## src/hw/rtl/etf_pkg.sv

```systemverilog
// Shared types, constants and the CRC-32 byte update for the transmit framer.
package etf_pkg;

	// Header is destination (6), source (6), ethertype (2)
	localparam int HDR_BYTES = 14;
	localparam logic [3:0] HDR_LAST = 4'(HDR_BYTES - 1);

	// Result cap per beat accepted on the input side
	localparam int MAX_RESULTS = 64;
	localparam int N_W = $clog2(MAX_RESULTS);
	localparam logic [N_W-1:0] N_LAST = N_W'(MAX_RESULTS - 1);

	// FCS is four bytes, low byte first
	localparam logic [1:0] FCS_LAST = 2'd3;

	localparam logic [31:0] FCS_POLY = 32'hEDB8_8320;
	localparam logic [31:0] CRC_INIT = 32'hFFFF_FFFF;

	// Decoupling queue between front and back
	localparam int QUEUE_DEPTH = 2;
	localparam int QPTR_W = $clog2(QUEUE_DEPTH);
	localparam int QCNT_W = $clog2(QUEUE_DEPTH + 1);

	typedef logic [HDR_BYTES-1:0][7:0] hdr_t;

	// One classified input beat
	typedef struct packed {
		logic [7:0] pay_byte;
		logic       last;
		logic       first;
		hdr_t       hdr;
		logic       fcs;
	} item_t;

	// Reflected CRC-32, one byte, LSB first
	function automatic logic [31:0] crc_byte(input logic [31:0] c, input logic [7:0] b);
		logic [31:0] r;
		r = c ^ {24'd0, b};
		for (int k = 0; k < 8; k++) begin
			r = r[0] ? ((r >> 1) ^ FCS_POLY) : (r >> 1);
		end
		return r;
	endfunction

endpackage

```

## src/hw/rtl/etf_front.sv

```systemverilog
// Front end: accepts payload beats and tags the first beat of each frame.
module etf_front import etf_pkg::*; (
	input  logic        clk,
	input  logic        arst_n,
	input  logic        in_valid,
	output logic        in_ready,
	input  logic [7:0]  payload_byte,
	input  logic        payload_last,
	input  logic [47:0] dest_addr,
	input  logic [47:0] src_addr,
	input  logic [15:0] ethertype,
	input  logic        add_fcs,
	output logic        ent_valid,
	input  logic        ent_ready,
	output item_t       ent
);

	logic in_frame_q;
	logic accept;

	assign accept    = in_valid && ent_ready;
	assign in_ready  = ent_ready;
	assign ent_valid = in_valid;

	// Build the queue entry; header fields only matter on the first beat
	always_comb begin
		ent.pay_byte = payload_byte;
		ent.last     = payload_last;
		ent.first    = !in_frame_q;
		ent.hdr      = {dest_addr, src_addr, ethertype};
		ent.fcs      = add_fcs;
	end

	// Frame tracking: open on any beat, close on the last one
	always_ff @(posedge clk or negedge arst_n) begin
		if (!arst_n) begin
			in_frame_q <= 1'b0;
		end else if (accept) begin
			in_frame_q <= !payload_last;
		end
	end

endmodule

```

## src/hw/rtl/etf_queue.sv

```systemverilog
// Small FIFO between the front end and the byte sequencer.
module etf_queue import etf_pkg::*; (
	input  logic  clk,
	input  logic  arst_n,
	input  logic  wr_valid,
	output logic  wr_ready,
	input  item_t wr_item,
	output logic  rd_valid,
	input  logic  rd_pop,
	output item_t rd_item
);

	item_t              slot_q [QUEUE_DEPTH];
	logic [QPTR_W-1:0]  wr_ptr_q;
	logic [QPTR_W-1:0]  rd_ptr_q;
	logic [QCNT_W-1:0]  cnt_q;
	logic               push;
	logic               pop;

	assign wr_ready = cnt_q != QCNT_W'(QUEUE_DEPTH);
	assign rd_valid = cnt_q != '0;
	assign rd_item  = slot_q[rd_ptr_q];
	assign push     = wr_valid && wr_ready;
	assign pop      = rd_pop && rd_valid;

	// Storage
	always_ff @(posedge clk) begin
		if (push) begin
			slot_q[wr_ptr_q] <= wr_item;
		end
	end

	// Pointers and fill level
	always_ff @(posedge clk or negedge arst_n) begin
		if (!arst_n) begin
			wr_ptr_q <= '0;
			rd_ptr_q <= '0;
			cnt_q    <= '0;
		end else begin
			if (push) begin
				wr_ptr_q <= (wr_ptr_q == QPTR_W'(QUEUE_DEPTH - 1)) ? '0 : wr_ptr_q + 1'b1;
			end
			if (pop) begin
				rd_ptr_q <= (rd_ptr_q == QPTR_W'(QUEUE_DEPTH - 1)) ? '0 : rd_ptr_q + 1'b1;
			end
			case ({push, pop})
				2'b10:   cnt_q <= cnt_q + 1'b1;
				2'b01:   cnt_q <= cnt_q - 1'b1;
				default: cnt_q <= cnt_q;
			endcase
		end
	end

endmodule

```

## src/hw/rtl/etf_back.sv

```systemverilog
// Byte sequencer: header, payload, pad and FCS, with running CRC and output register.
module etf_back import etf_pkg::*; #(
	parameter int MIN_FRAME = 60
) (
	input  logic       clk,
	input  logic       arst_n,
	input  logic       q_valid,
	output logic       q_pop,
	input  item_t      q_item,
	output logic       out_valid,
	input  logic       out_ready,
	output logic [7:0] out_byte,
	output logic       frame_end
);

	localparam int CNT_W = $clog2(MIN_FRAME + 1);
	localparam logic [CNT_W-1:0] MIN_CNT = CNT_W'(MIN_FRAME);

	localparam logic [2:0] ST_IDLE = 3'd0;
	localparam logic [2:0] ST_HDR  = 3'd1;
	localparam logic [2:0] ST_PAY  = 3'd2;
	localparam logic [2:0] ST_PAD  = 3'd3;
	localparam logic [2:0] ST_FCS  = 3'd4;

	logic [2:0]       state_q;
	logic [3:0]       idx_q;
	logic [CNT_W-1:0] cnt_q;
	logic [31:0]      crc_q;
	logic [N_W-1:0]   n_q;
	logic             fcs_en_q;
	logic [7:0]       byte_q;
	logic             last_q;
	hdr_t             hdr_q;

	logic             out_valid_q;
	logic [7:0]       out_byte_q;
	logic             frame_end_q;

	logic [7:0]       cur;
	logic             frame_b;
	logic [31:0]      crc_upd;
	logic [CNT_W-1:0] cnt_inc;
	logic             final_b;
	logic             done;
	logic [2:0]       nxt_state;
	logic [3:0]       nxt_idx;
	logic [1:0]       fcs_word;
	logic [31:0]      fcs_val;
	logic             emit;
	logic             load;

	assign fcs_val  = crc_q ^ CRC_INIT;
	assign emit     = (state_q != ST_IDLE) && (!out_valid_q || out_ready);
	assign load     = q_valid && ((state_q == ST_IDLE) || (emit && done));
	assign q_pop    = load;
	assign fcs_word = idx_q[1:0];

	assign out_valid = out_valid_q;
	assign out_byte  = out_byte_q;
	assign frame_end = frame_end_q;

	// Current byte and where the sequence goes next
	always_comb begin
		cur       = '0;
		nxt_state = state_q;
		nxt_idx   = idx_q;
		final_b   = 1'b0;
		done      = 1'b0;
		unique case (state_q)
			ST_IDLE: begin
				cur = '0;
			end
			ST_HDR: begin
				cur = hdr_q[HDR_LAST - idx_q];
				if (idx_q == HDR_LAST) begin
					nxt_state = ST_PAY;
					nxt_idx   = '0;
				end else begin
					nxt_idx = idx_q + 1'b1;
				end
			end
			ST_PAY: begin
				cur = byte_q;
			end
			ST_PAD: begin
				cur = '0;
			end
			ST_FCS: begin
				cur = fcs_val[{fcs_word, 3'b000} +: 8];
				if (idx_q[1:0] == FCS_LAST) begin
					final_b = 1'b1;
				end else begin
					nxt_idx = idx_q + 1'b1;
				end
			end
			default: begin
				nxt_state = ST_IDLE;
			end
		endcase

		frame_b = (state_q != ST_FCS);
		crc_upd = crc_byte(crc_q, cur);
		cnt_inc = (cnt_q < MIN_CNT) ? cnt_q + 1'b1 : cnt_q;

		// Payload and pad decide on padding and FCS from the updated count
		if (state_q == ST_PAY && !last_q) begin
			done = 1'b1;
		end else if (state_q == ST_PAY || state_q == ST_PAD) begin
			if (cnt_inc < MIN_CNT) begin
				nxt_state = ST_PAD;
			end else if (fcs_en_q) begin
				nxt_state = ST_FCS;
				nxt_idx   = '0;
			end else begin
				final_b = 1'b1;
			end
		end

		// Result cap on the closing beat: the last kept byte ends the frame
		if (last_q && n_q == N_LAST && state_q != ST_IDLE) begin
			final_b = 1'b1;
		end
		if (final_b) begin
			done = 1'b1;
		end
	end

	// Output register
	always_ff @(posedge clk or negedge arst_n) begin
		if (!arst_n) begin
			out_valid_q <= 1'b0;
		end else if (emit) begin
			out_valid_q <= 1'b1;
		end else if (out_ready) begin
			out_valid_q <= 1'b0;
		end
	end

	always_ff @(posedge clk) begin
		if (emit) begin
			out_byte_q  <= cur;
			frame_end_q <= final_b;
		end
	end

	// Sequencer control and running CRC
	always_ff @(posedge clk or negedge arst_n) begin
		if (!arst_n) begin
			state_q  <= ST_IDLE;
			idx_q    <= '0;
			cnt_q    <= '0;
			crc_q    <= CRC_INIT;
			n_q      <= '0;
			fcs_en_q <= 1'b0;
		end else begin
			if (emit) begin
				if (frame_b) begin
					crc_q <= crc_upd;
					cnt_q <= cnt_inc;
				end
				n_q     <= n_q + 1'b1;
				state_q <= nxt_state;
				idx_q   <= nxt_idx;
				if (final_b) begin
					crc_q    <= CRC_INIT;
					cnt_q    <= '0;
					fcs_en_q <= 1'b0;
				end
				if (done) begin
					state_q <= ST_IDLE;
				end
			end
			if (load) begin
				state_q <= q_item.first ? ST_HDR : ST_PAY;
				idx_q   <= '0;
				n_q     <= '0;
				if (q_item.first) begin
					crc_q    <= CRC_INIT;
					cnt_q    <= '0;
					fcs_en_q <= q_item.fcs;
				end
			end
		end
	end

	// Beat payload held for the sequence
	always_ff @(posedge clk) begin
		if (load) begin
			byte_q <= q_item.pay_byte;
			last_q <= q_item.last;
			if (q_item.first) begin
				hdr_q <= q_item.hdr;
			end
		end
	end

endmodule

```

## src/hw/rtl/ethernet_tx_framer_with_fcs.sv

```systemverilog
// Top level of the Ethernet transmit framer with optional CRC-32 FCS.
//
// Input channel (in_valid/in_ready): one payload byte per beat, payload_last
// on the final byte. dest_addr, src_addr, ethertype and add_fcs are taken on
// the first beat of a frame and ignored on the others.
// Output channel (out_valid/out_ready): one framed byte per beat, frame_end on
// the final byte (FCS byte 3, or the last pad/payload byte without FCS).
// The first beat of a frame yields the 14 header bytes and the payload byte;
// the last beat yields the payload byte, zero pad up to MIN_FRAME bytes and,
// with add_fcs, the four FCS bytes, low byte first. At most 64 bytes come
// from one beat.
// An accepted beat passes the queue and sequencer into the output register.
// Throughput: one output byte per cycle, set by the back-end sequencer that
// walks header, payload, pad and FCS; mid-frame payload beats pass at one per
// cycle. A two-entry queue lets input beats be taken while the back end works.
// When out_ready is low the output register holds, the sequencer pauses and
// input is taken until the queue is full.
// Reset clears the queue, the frame tracking, the CRC to all ones and the
// output valid; in_ready is high as soon as reset is released.
module ethernet_tx_framer_with_fcs import etf_pkg::*; #(
	parameter int MIN_FRAME = 60
) (
	input  logic        clk,
	input  logic        arst_n,
	input  logic        in_valid,
	output logic        in_ready,
	input  logic [7:0]  payload_byte,
	input  logic        payload_last,
	input  logic [47:0] dest_addr,
	input  logic [47:0] src_addr,
	input  logic [15:0] ethertype,
	input  logic        add_fcs,
	output logic        out_valid,
	input  logic        out_ready,
	output logic [7:0]  out_byte,
	output logic        frame_end
);

	logic  ent_valid;
	logic  ent_ready;
	item_t ent;
	logic  q_valid;
	logic  q_pop;
	item_t q_item;

	etf_front u_front (
		.clk          (clk),
		.arst_n       (arst_n),
		.in_valid     (in_valid),
		.in_ready     (in_ready),
		.payload_byte (payload_byte),
		.payload_last (payload_last),
		.dest_addr    (dest_addr),
		.src_addr     (src_addr),
		.ethertype    (ethertype),
		.add_fcs      (add_fcs),
		.ent_valid    (ent_valid),
		.ent_ready    (ent_ready),
		.ent          (ent)
	);

	etf_queue u_queue (
		.clk      (clk),
		.arst_n   (arst_n),
		.wr_valid (ent_valid),
		.wr_ready (ent_ready),
		.wr_item  (ent),
		.rd_valid (q_valid),
		.rd_pop   (q_pop),
		.rd_item  (q_item)
	);

	etf_back #(
		.MIN_FRAME (MIN_FRAME)
	) u_back (
		.clk       (clk),
		.arst_n    (arst_n),
		.q_valid   (q_valid),
		.q_pop     (q_pop),
		.q_item    (q_item),
		.out_valid (out_valid),
		.out_ready (out_ready),
		.out_byte  (out_byte),
		.frame_end (frame_end)
	);

endmodule

```

## config.mk

```make
export PLATFORM = sky130hd
export DESIGN_NAME = ethernet_tx_framer_with_fcs
export DESIGN_NICKNAME = d
export VERILOG_FILES = /design/src/hw/rtl/etf_pkg.sv /design/src/hw/rtl/etf_front.sv /design/src/hw/rtl/etf_queue.sv /design/src/hw/rtl/etf_back.sv /design/src/hw/rtl/ethernet_tx_framer_with_fcs.sv
export SDC_FILE = /design/constraint.sdc
export NUM_CORES = 1
export LEC_CHECK = 0
export BUFFER_PORTS_ARGS = -buffer_cell sky130_fd_sc_hd__buf_2
export CAP_MARGIN = 20
export CORE_MARGIN = 1.5
export CORE_UTILIZATION = 40
export DETAILED_ROUTE_END_ITERATION = 8
export PLACE_DENSITY = 0.64
export SKIP_LAST_GASP = 1
export SLEW_MARGIN = 20
export SYNTH_ARGS = -nofsm -noshare
export SYNTH_HDL_FRONTEND = slang
export SYNTH_SLANG_ARGS = --single-unit
export TNS_END_PERCENT = 50
```

## constraint.sdc

```tcl
create_clock -name clk -period 8.7 [get_ports clk]
set_input_delay 0.87 -clock clk [delete_from_list [all_inputs] [get_ports clk]]
set_output_delay 0.87 -clock clk [all_outputs]
set_load 0.01 [all_outputs]
```

==> results of run 1 <==
-- placed cells by master (no fill, tap or decap), types with 10 or more instances in the layout --
cell	Yosys	layout
buf_4	0	11
edfxtp_1	376	376
clkbuf_1	25	13
buf_2	8	136
inv_1	11	10
dfstp_2	32	32
xor2_1	21	21
a21oi_1	26	26
o21ai_0	16	16
dfrtp_1	26	23
nor2_1	37	36
mux4_2	27	27
o22ai_1	13	13
clkbuf_16	0	45
nand2_1	57	57
mux2i_1	11	11
xnor2_1	51	51
mux2_2	128	128
-- layout make-up --
cell class              count  area (sq um)  share of cell area (%)
flip-flops and latches    434         12790                   62.79
well taps                 585         732.0                   3.594
repair buffers            147         763.2                   3.747
multi-input cells         517          4698                   23.07
inverters                  12         47.55                  0.2334
clock buffers              59          1189                   5.836
clock inverters            19         148.9                  0.7311
-- metal layers --
metal / vias up / global-route usage (%) / part of all wire [%]
met4: 6 / 6.435 / 2.7
met1: 4567 / 21.46 / 43
met2: 239 / 27.04 / 49
met3: 67 / 3.148 / 4.7
met5: - / 0 / 0.12
li1: 4186 / - / -
-- power by group through the flow --
stage | clock, uW | sequential [uW] | combinational, uW
global route | 1900 | 3560 | 4020
global placement | 0 | 3510 | 3710
CTS | 1830 | 3500 | 3770
finish | 1780 | 3490 | 3720
detailed placement | 0 | 3530 | 3740
floorplan | 0 | 3440 | 2940
-- cell families after synthesis --
kind of cell | Yosys count | synth area share (%)
AO/OA/AOI/OAI | 122 | 5.092
buffers and inverters | 52 | 1.308
adder cells (fa/ha/maj) | 9 | 0.6365
multiplexers | 167 | 12.36
flip-flops | 434 | 72.25
AND/OR/NAND/NOR | 135 | 3.402
XOR/XNOR | 84 | 4.958
-- worst paths after layout --
path / to / slack (ns)
max in group asynchronous: u_queue.rd_ptr_q / 7.64
setup reg to reg: u_back.crc_q[23] / 4.27
min in group clk: u_front.in_frame_q / 0.49
hold / removal: u_back.cnt_q[1] / 0.49
setup / recovery: u_back.crc_q[23] / 4.27
hold reg to reg: u_front.in_frame_q / 0.49
-- registers in the layout, summed over array words and instances, names as in the netlist --
name and count:
u_back.byte_q 8, u_back.cnt_q 6, u_back.crc_q 32, u_back.fcs_en_q 1
u_back.frame_end 1, u_back.hdr_q 112, u_back.idx_q 4, u_back.last_q 1
u_back.n_q 6, u_back.out_byte 8, u_back.out_valid 1, u_back.state_q 3
u_front.in_frame_q 1, u_queue.cnt_q 2, u_queue.rd_ptr_q 1, u_queue.slot_q 246
u_queue.wr_ptr_q 1
-- metrics by stage --
step / util [%] / std cells / setup slack, ns / cell area (sq um) / hold WS (ns)
floorplan: - / 1003 / 1.988 / 17690 / 0.4498
global placement: 43.88 / 1695 / 4.449 / 19030 / 0.4754
detailed placement: 43.88 / 1695 / 4.239 / 19030 / 0.4783
CTS: 46.97 / 1773 / 4.202 / 20370 / 0.4543
global route: 46.97 / 1773 / 3.911 / 20370 / 0.4655
finish: 46.97 / 1773 / 4.274 / 20370 / 0.4855
-- critical path, stage by stage (launching register included) --
cell	delay, ns
dfrtp_2	0.36
buf_4	0.54
ha_1	0.40
a22oi_1	0.13
nor2_1	0.15
nor2_1	0.08
a21oi_1	0.22
o221ai_2	0.38
inv_4	0.64
buf_4	0.73
or2_2	0.41
a2bb2oi_1	0.21
==> results_dict.tcl, run 1 <==
set metrics [dict create \
    finalSetupViolations 0 \
    synthTopCellsByArea "edfxtp_1 64%, mux2_2 8.1%, dfstp_2 4.8%" \
    yosysMostFrequentCell "edfxtp_1" \
    synth_edf_count 376 \
    yosysUniqueCellTypes 73 \
    switchingPower_uw 3145 \
    critPathMaxFanout 60 \
    yosysTopAreaCellShare_pct 63.82 \
    clock.fmax_mhz 226.0 \
    yosys.area.top_type "edfxtp_1" \
    area_growth_pct 15.12 \
    finalPower_uw 8984 \
    synth_nets 1138 \
    period_minus_slack_ns 4.426 \
    root_buffer "clkbuf_16" \
    max_slew_margin_pct 29.23 \
    seqPwrFrac_pct 38.8 \
    syn_inst 1003 \
    cts_resized 0 \
    gp_congestion 0.8740 \
    max-vdd-ir-drop_uv 255.9 \
    dp.final_hpwl_mm 23.43 \
    cp.arrival_ns 4.91 \
    cts_tree "yes" \
    avgSynthCellArea_sq_um 17.64 \
    cts_buffers 44 \
    initial_core_util_pct 40.80 \
    hold_viol 0 \
    ys.warnings.count 0 \
    combPwrFrac_pct 41.4 \
    switching_share_pct 35.00 \
    globalRouteTotalUtil_pct 16.39 \
    ys_ff_latch 434 \
    worstSetupEndpointType "flip-flop" \
    post_cts_buffers 0 \
    overflow 0 \
    postCtsHoldBufs 0 \
    dieWidth_microns 213.3 \
    num_vias 9065 \
    grt_pass1_wl_mm 55.18 \
    clk_pin_slew_ns 0.06 \
    io_buffers 136 \
    netlist_area_sq_um 17690 \
    drc 0 \
    wl_per_cell_microns 20.62 \
    cp-startpoint "u_back.idx_q[1]" \
    n_antenna_cell 0 \
    fillers 3753 \
    drive_above_1_share_pct 35.35 \
    clockBufferDepth 3 \
    crit_required_ns 9.19 \
    core_sq_um 43360 \
    ys_seq_area_share_pct 72.25 \
    clock_latency_ns 0.57 \
    synth_commonest_cells "376 x edfxtp_1, 128 x mux2_2, 57 x nand2_1, 51 x xnor2_1, 37 x nor2_1" \
    setup_tns_ns 0 \
    pwr_density_cell_nw_per_um2 441.1 \
    skew_ns 0.01272 \
    critical_path_class "flip-flop to flip-flop" \
    final_nets 1291 \
    status "completed" \
    p_clk_share_pct 19.8 \
    async_flop_share_pct 13.36 \
    worstMarginPinSlew_ns 1.062 \
    die_area_sq_um 45500 \
    ant_nets 0 \
    viasPerCell 5.113 \
    drt_iter0_markers 524 \
    p_int_uw 5839 \
    hp-class "primary input to async pin" \
    worst_r2r_startpoint "u_back.idx_q[1]" \
    critPathLaunchType "flip-flop" \
    ios 137 \
    h-tree-depth 2 \
    grt_max_degree 77 \
    grt_setup_unrepaired "false" \
    period_share_pct 50.87 \
    drt-pass1-iter-count 5 \
    placementRows 76 \
    fp.dieH_microns 213.3 \
    maxCapViolations 0 \
    reg2reg_depth 11 \
    power_leakage_uw 0.007008 \
    clkSinkCount 434 \
    synthFlopType "edfxtp_1" \
    grt_pass1_vias 9466 \
    slew_violations 0 \
    wl_mm 36.57 \
    antenna_found_initial 4 \
]
Note: power is estimated with default switching activity, not from simulation.
==> run 2, diff against run 1 <==
--- a/config.mk
+++ b/config.mk
@@ -10,7 +10,7 @@
 export CORE_MARGIN = 1.5
 export CORE_UTILIZATION = 40
 export DETAILED_ROUTE_END_ITERATION = 8
-export PLACE_DENSITY = 0.64
+export PLACE_DENSITY = 0.66
 export SKIP_LAST_GASP = 1
 export SLEW_MARGIN = 20
 export SYNTH_ARGS = -nofsm -noshare
==> constraint.sdc (replaced) <==
create_clock -name clk -period 3.6 [get_ports clk]
set_input_delay 0.36 -clock clk [delete_from_list [all_inputs] [get_ports clk]]
set_output_delay 0.36 -clock clk [all_outputs]
set_load 0.01 [all_outputs]
==> results_dict.tcl, run 2 (synthesis gave the netlist of run 1 again) <==
set metrics [dict create \
    period_share_pct 96.61 \
    ant_nets 0 \
    grt_use_met1_pct 23.70 \
    die_area_sq_um 45500 \
    crit_required_ns 4.11 \
    grt_pass1_wl_mm 60.85 \
    root_buffer "clkbuf_16" \
    finalInstanceArea_sq_um 22010 \
    dp.final_hpwl_mm 25.93 \
    largest_reg_flops 246 \
    slew_violations 0 \
    clkSinkCount 434 \
    layout_commonest_cell "edfxtp_1" \
    grtUsageMet2_pct 30.58 \
    globalRouteTotalUtil_pct 17.97 \
    max-vdd-ir-drop_uv 638.1 \
    area_growth_pct 24.38 \
    finalPower_uw 22830 \
    max_slew_margin_pct 35.88 \
    clock_latency_ns 0.57 \
    overflow 0 \
    drt_iter0_markers 645 \
    critPathMaxFanout 13 \
    finalSetupViolations 0 \
    core_sq_um 43360 \
    h-tree-depth 2 \
    utilization_pct 50.75 \
    gp_congestion 0.9419 \
    cts_buffers 44 \
    top_register "u_queue.slot_q" \
    grt_max_degree 124 \
    io_buffers 136 \
    clockBufferDepth 3 \
    clk_pin_slew_ns 0.06 \
    grt_pass1_vias 10200 \
    hold_slack_ns 0.02110 \
    hp-class "primary input to flip-flop" \
    num_vias 9658 \
    initial_core_util_pct 40.80 \
    maxCapViolations 0 \
    ios 137 \
    fillers 3594 \
    final_cell_mix "376 x edfxtp_1, 136 x buf_2, 128 x mux2_2" \
    n_antenna_cell 0 \
    setup.reg_to_reg.worst_slack_ns 0.12 \
    pwr_density_cell_nw_per_um2 1037 \
    grt_setup_unrepaired "true" \
    dieWidth_microns 213.3 \
    antenna_found_initial 0 \
    cts_tree "yes" \
    wl_mm 39.78 \
    critical_path_class "flip-flop to flip-flop" \
    largestRegisters "u_queue.slot_q x246, u_back.hdr_q x112, u_back.crc_q x32" \
    setup_tns_ns 0 \
    register_area_sq_um 12790 \
    period_minus_slack_ns 3.478 \
    clock.fmax_mhz 287.5 \
    fp.dieH_microns 213.3 \
    dpl-instance-area_sq_um 19470 \
    multiInputGateArea_sq_um 4742 \
    grt-busiest-layer "met2" \
    final_nets 1438 \
    drive_above_1_share_pct 35.25 \
    worst_r2r_startpoint "u_back.idx_q[1]" \
    wl_per_cell_microns 20.71 \
    power_leakage_uw 0.007730 \
    cp-endpoint "u_back.crc_q[21]" \
    status "completed" \
    critPathLaunchType "flip-flop" \
    reg2reg_depth 12 \
    grtUsageMet3_pct 2.883 \
    cp-startpoint "u_back.idx_q[1]" \
    drc 0 \
    placementRows 76 \
    skew_ns 0.01352 \
    drt-pass1-iter-count 7 \
    hold_viol 0 \
    worstMarginPinSlew_ns 0.9619 \
    worstSetupEndpointType "flip-flop" \
    timing.rr.end "u_back.crc_q[21]" \
    post_cts_buffers 0 \
    viasPerCell 5.028 \
    cp.arrival_ns 3.99 \
]
-- run 2: cell type report --
class	count	area share (%)
clock buffer	52	5.237
clock inverter	27	1.456
inverter	12	0.2217
multi-input combinational	517	21.55
sequential	434	58.12
tap	585	3.326
timing repair buffer	294	10.09
-- run 2: worst min path at each step --
stage,start,endpoint,slack [ns],cells past startpoint
detailed placement,arst_n,u_back.cnt_q[3],0.45,1
global placement,arst_n,u_back.cnt_q[3],0.45,1
finish,dest_addr[26],u_queue.slot_q[1][91],0.02,1
global route,dest_addr[33],u_queue.slot_q[1][98],0.007,1
CTS,src_addr[26],u_queue.slot_q[1][43],0.00003,1
floorplan,arst_n,u_back.cnt_q[0],0.06,0
-- run 2: repair_timing --
action,in CTS,in global routing
resized for setup,0,1
hold buffers,106,0
endpoints found under the hold margin,215,0
endpoints found under the setup margin,0,2
-- run 2: where the power goes --
part | switching [uW] | internal (uW) | total, uW
Sequential | 749 | 7650 | 8400
Combinational | 5200 | 4560 | 9750
Clock | 1880 | 2790 | 4670
Total | 7830 | 15000 | 22800
-- run 2: through the flow --
stage,instances,worst slack (ns)
3_5_place_dp,1736,0.1912
5_1_grt,1921,-0.006815
3_3_place_gp,1736,0.2272
2_1_floorplan,1003,-0.5424
6_report,1921,0.1221
4_1_cts,1921,0.1426
-- run 2: worst max-delay path, cell delays in order (launching register included) --
cell and delay [ns]:
dfrtp_2 0.42, buf_4 0.20, ha_1 0.25, xnor2_1 0.32, buf_4 0.21, a31oi_1 0.08
a221oi_1 0.52, a211o_1 0.25, xor2_2 0.30, xor2_2 0.35, xnor2_1 0.23, xnor2_1 0.16
o22a_1 0.13
-- run 2: metal layers --
metal  wire [microns]  part of all wire, %
met1            17070                   43
met4              852                  2.1
met5                0                    0
met2            20100                   51
met3             1757                  4.4
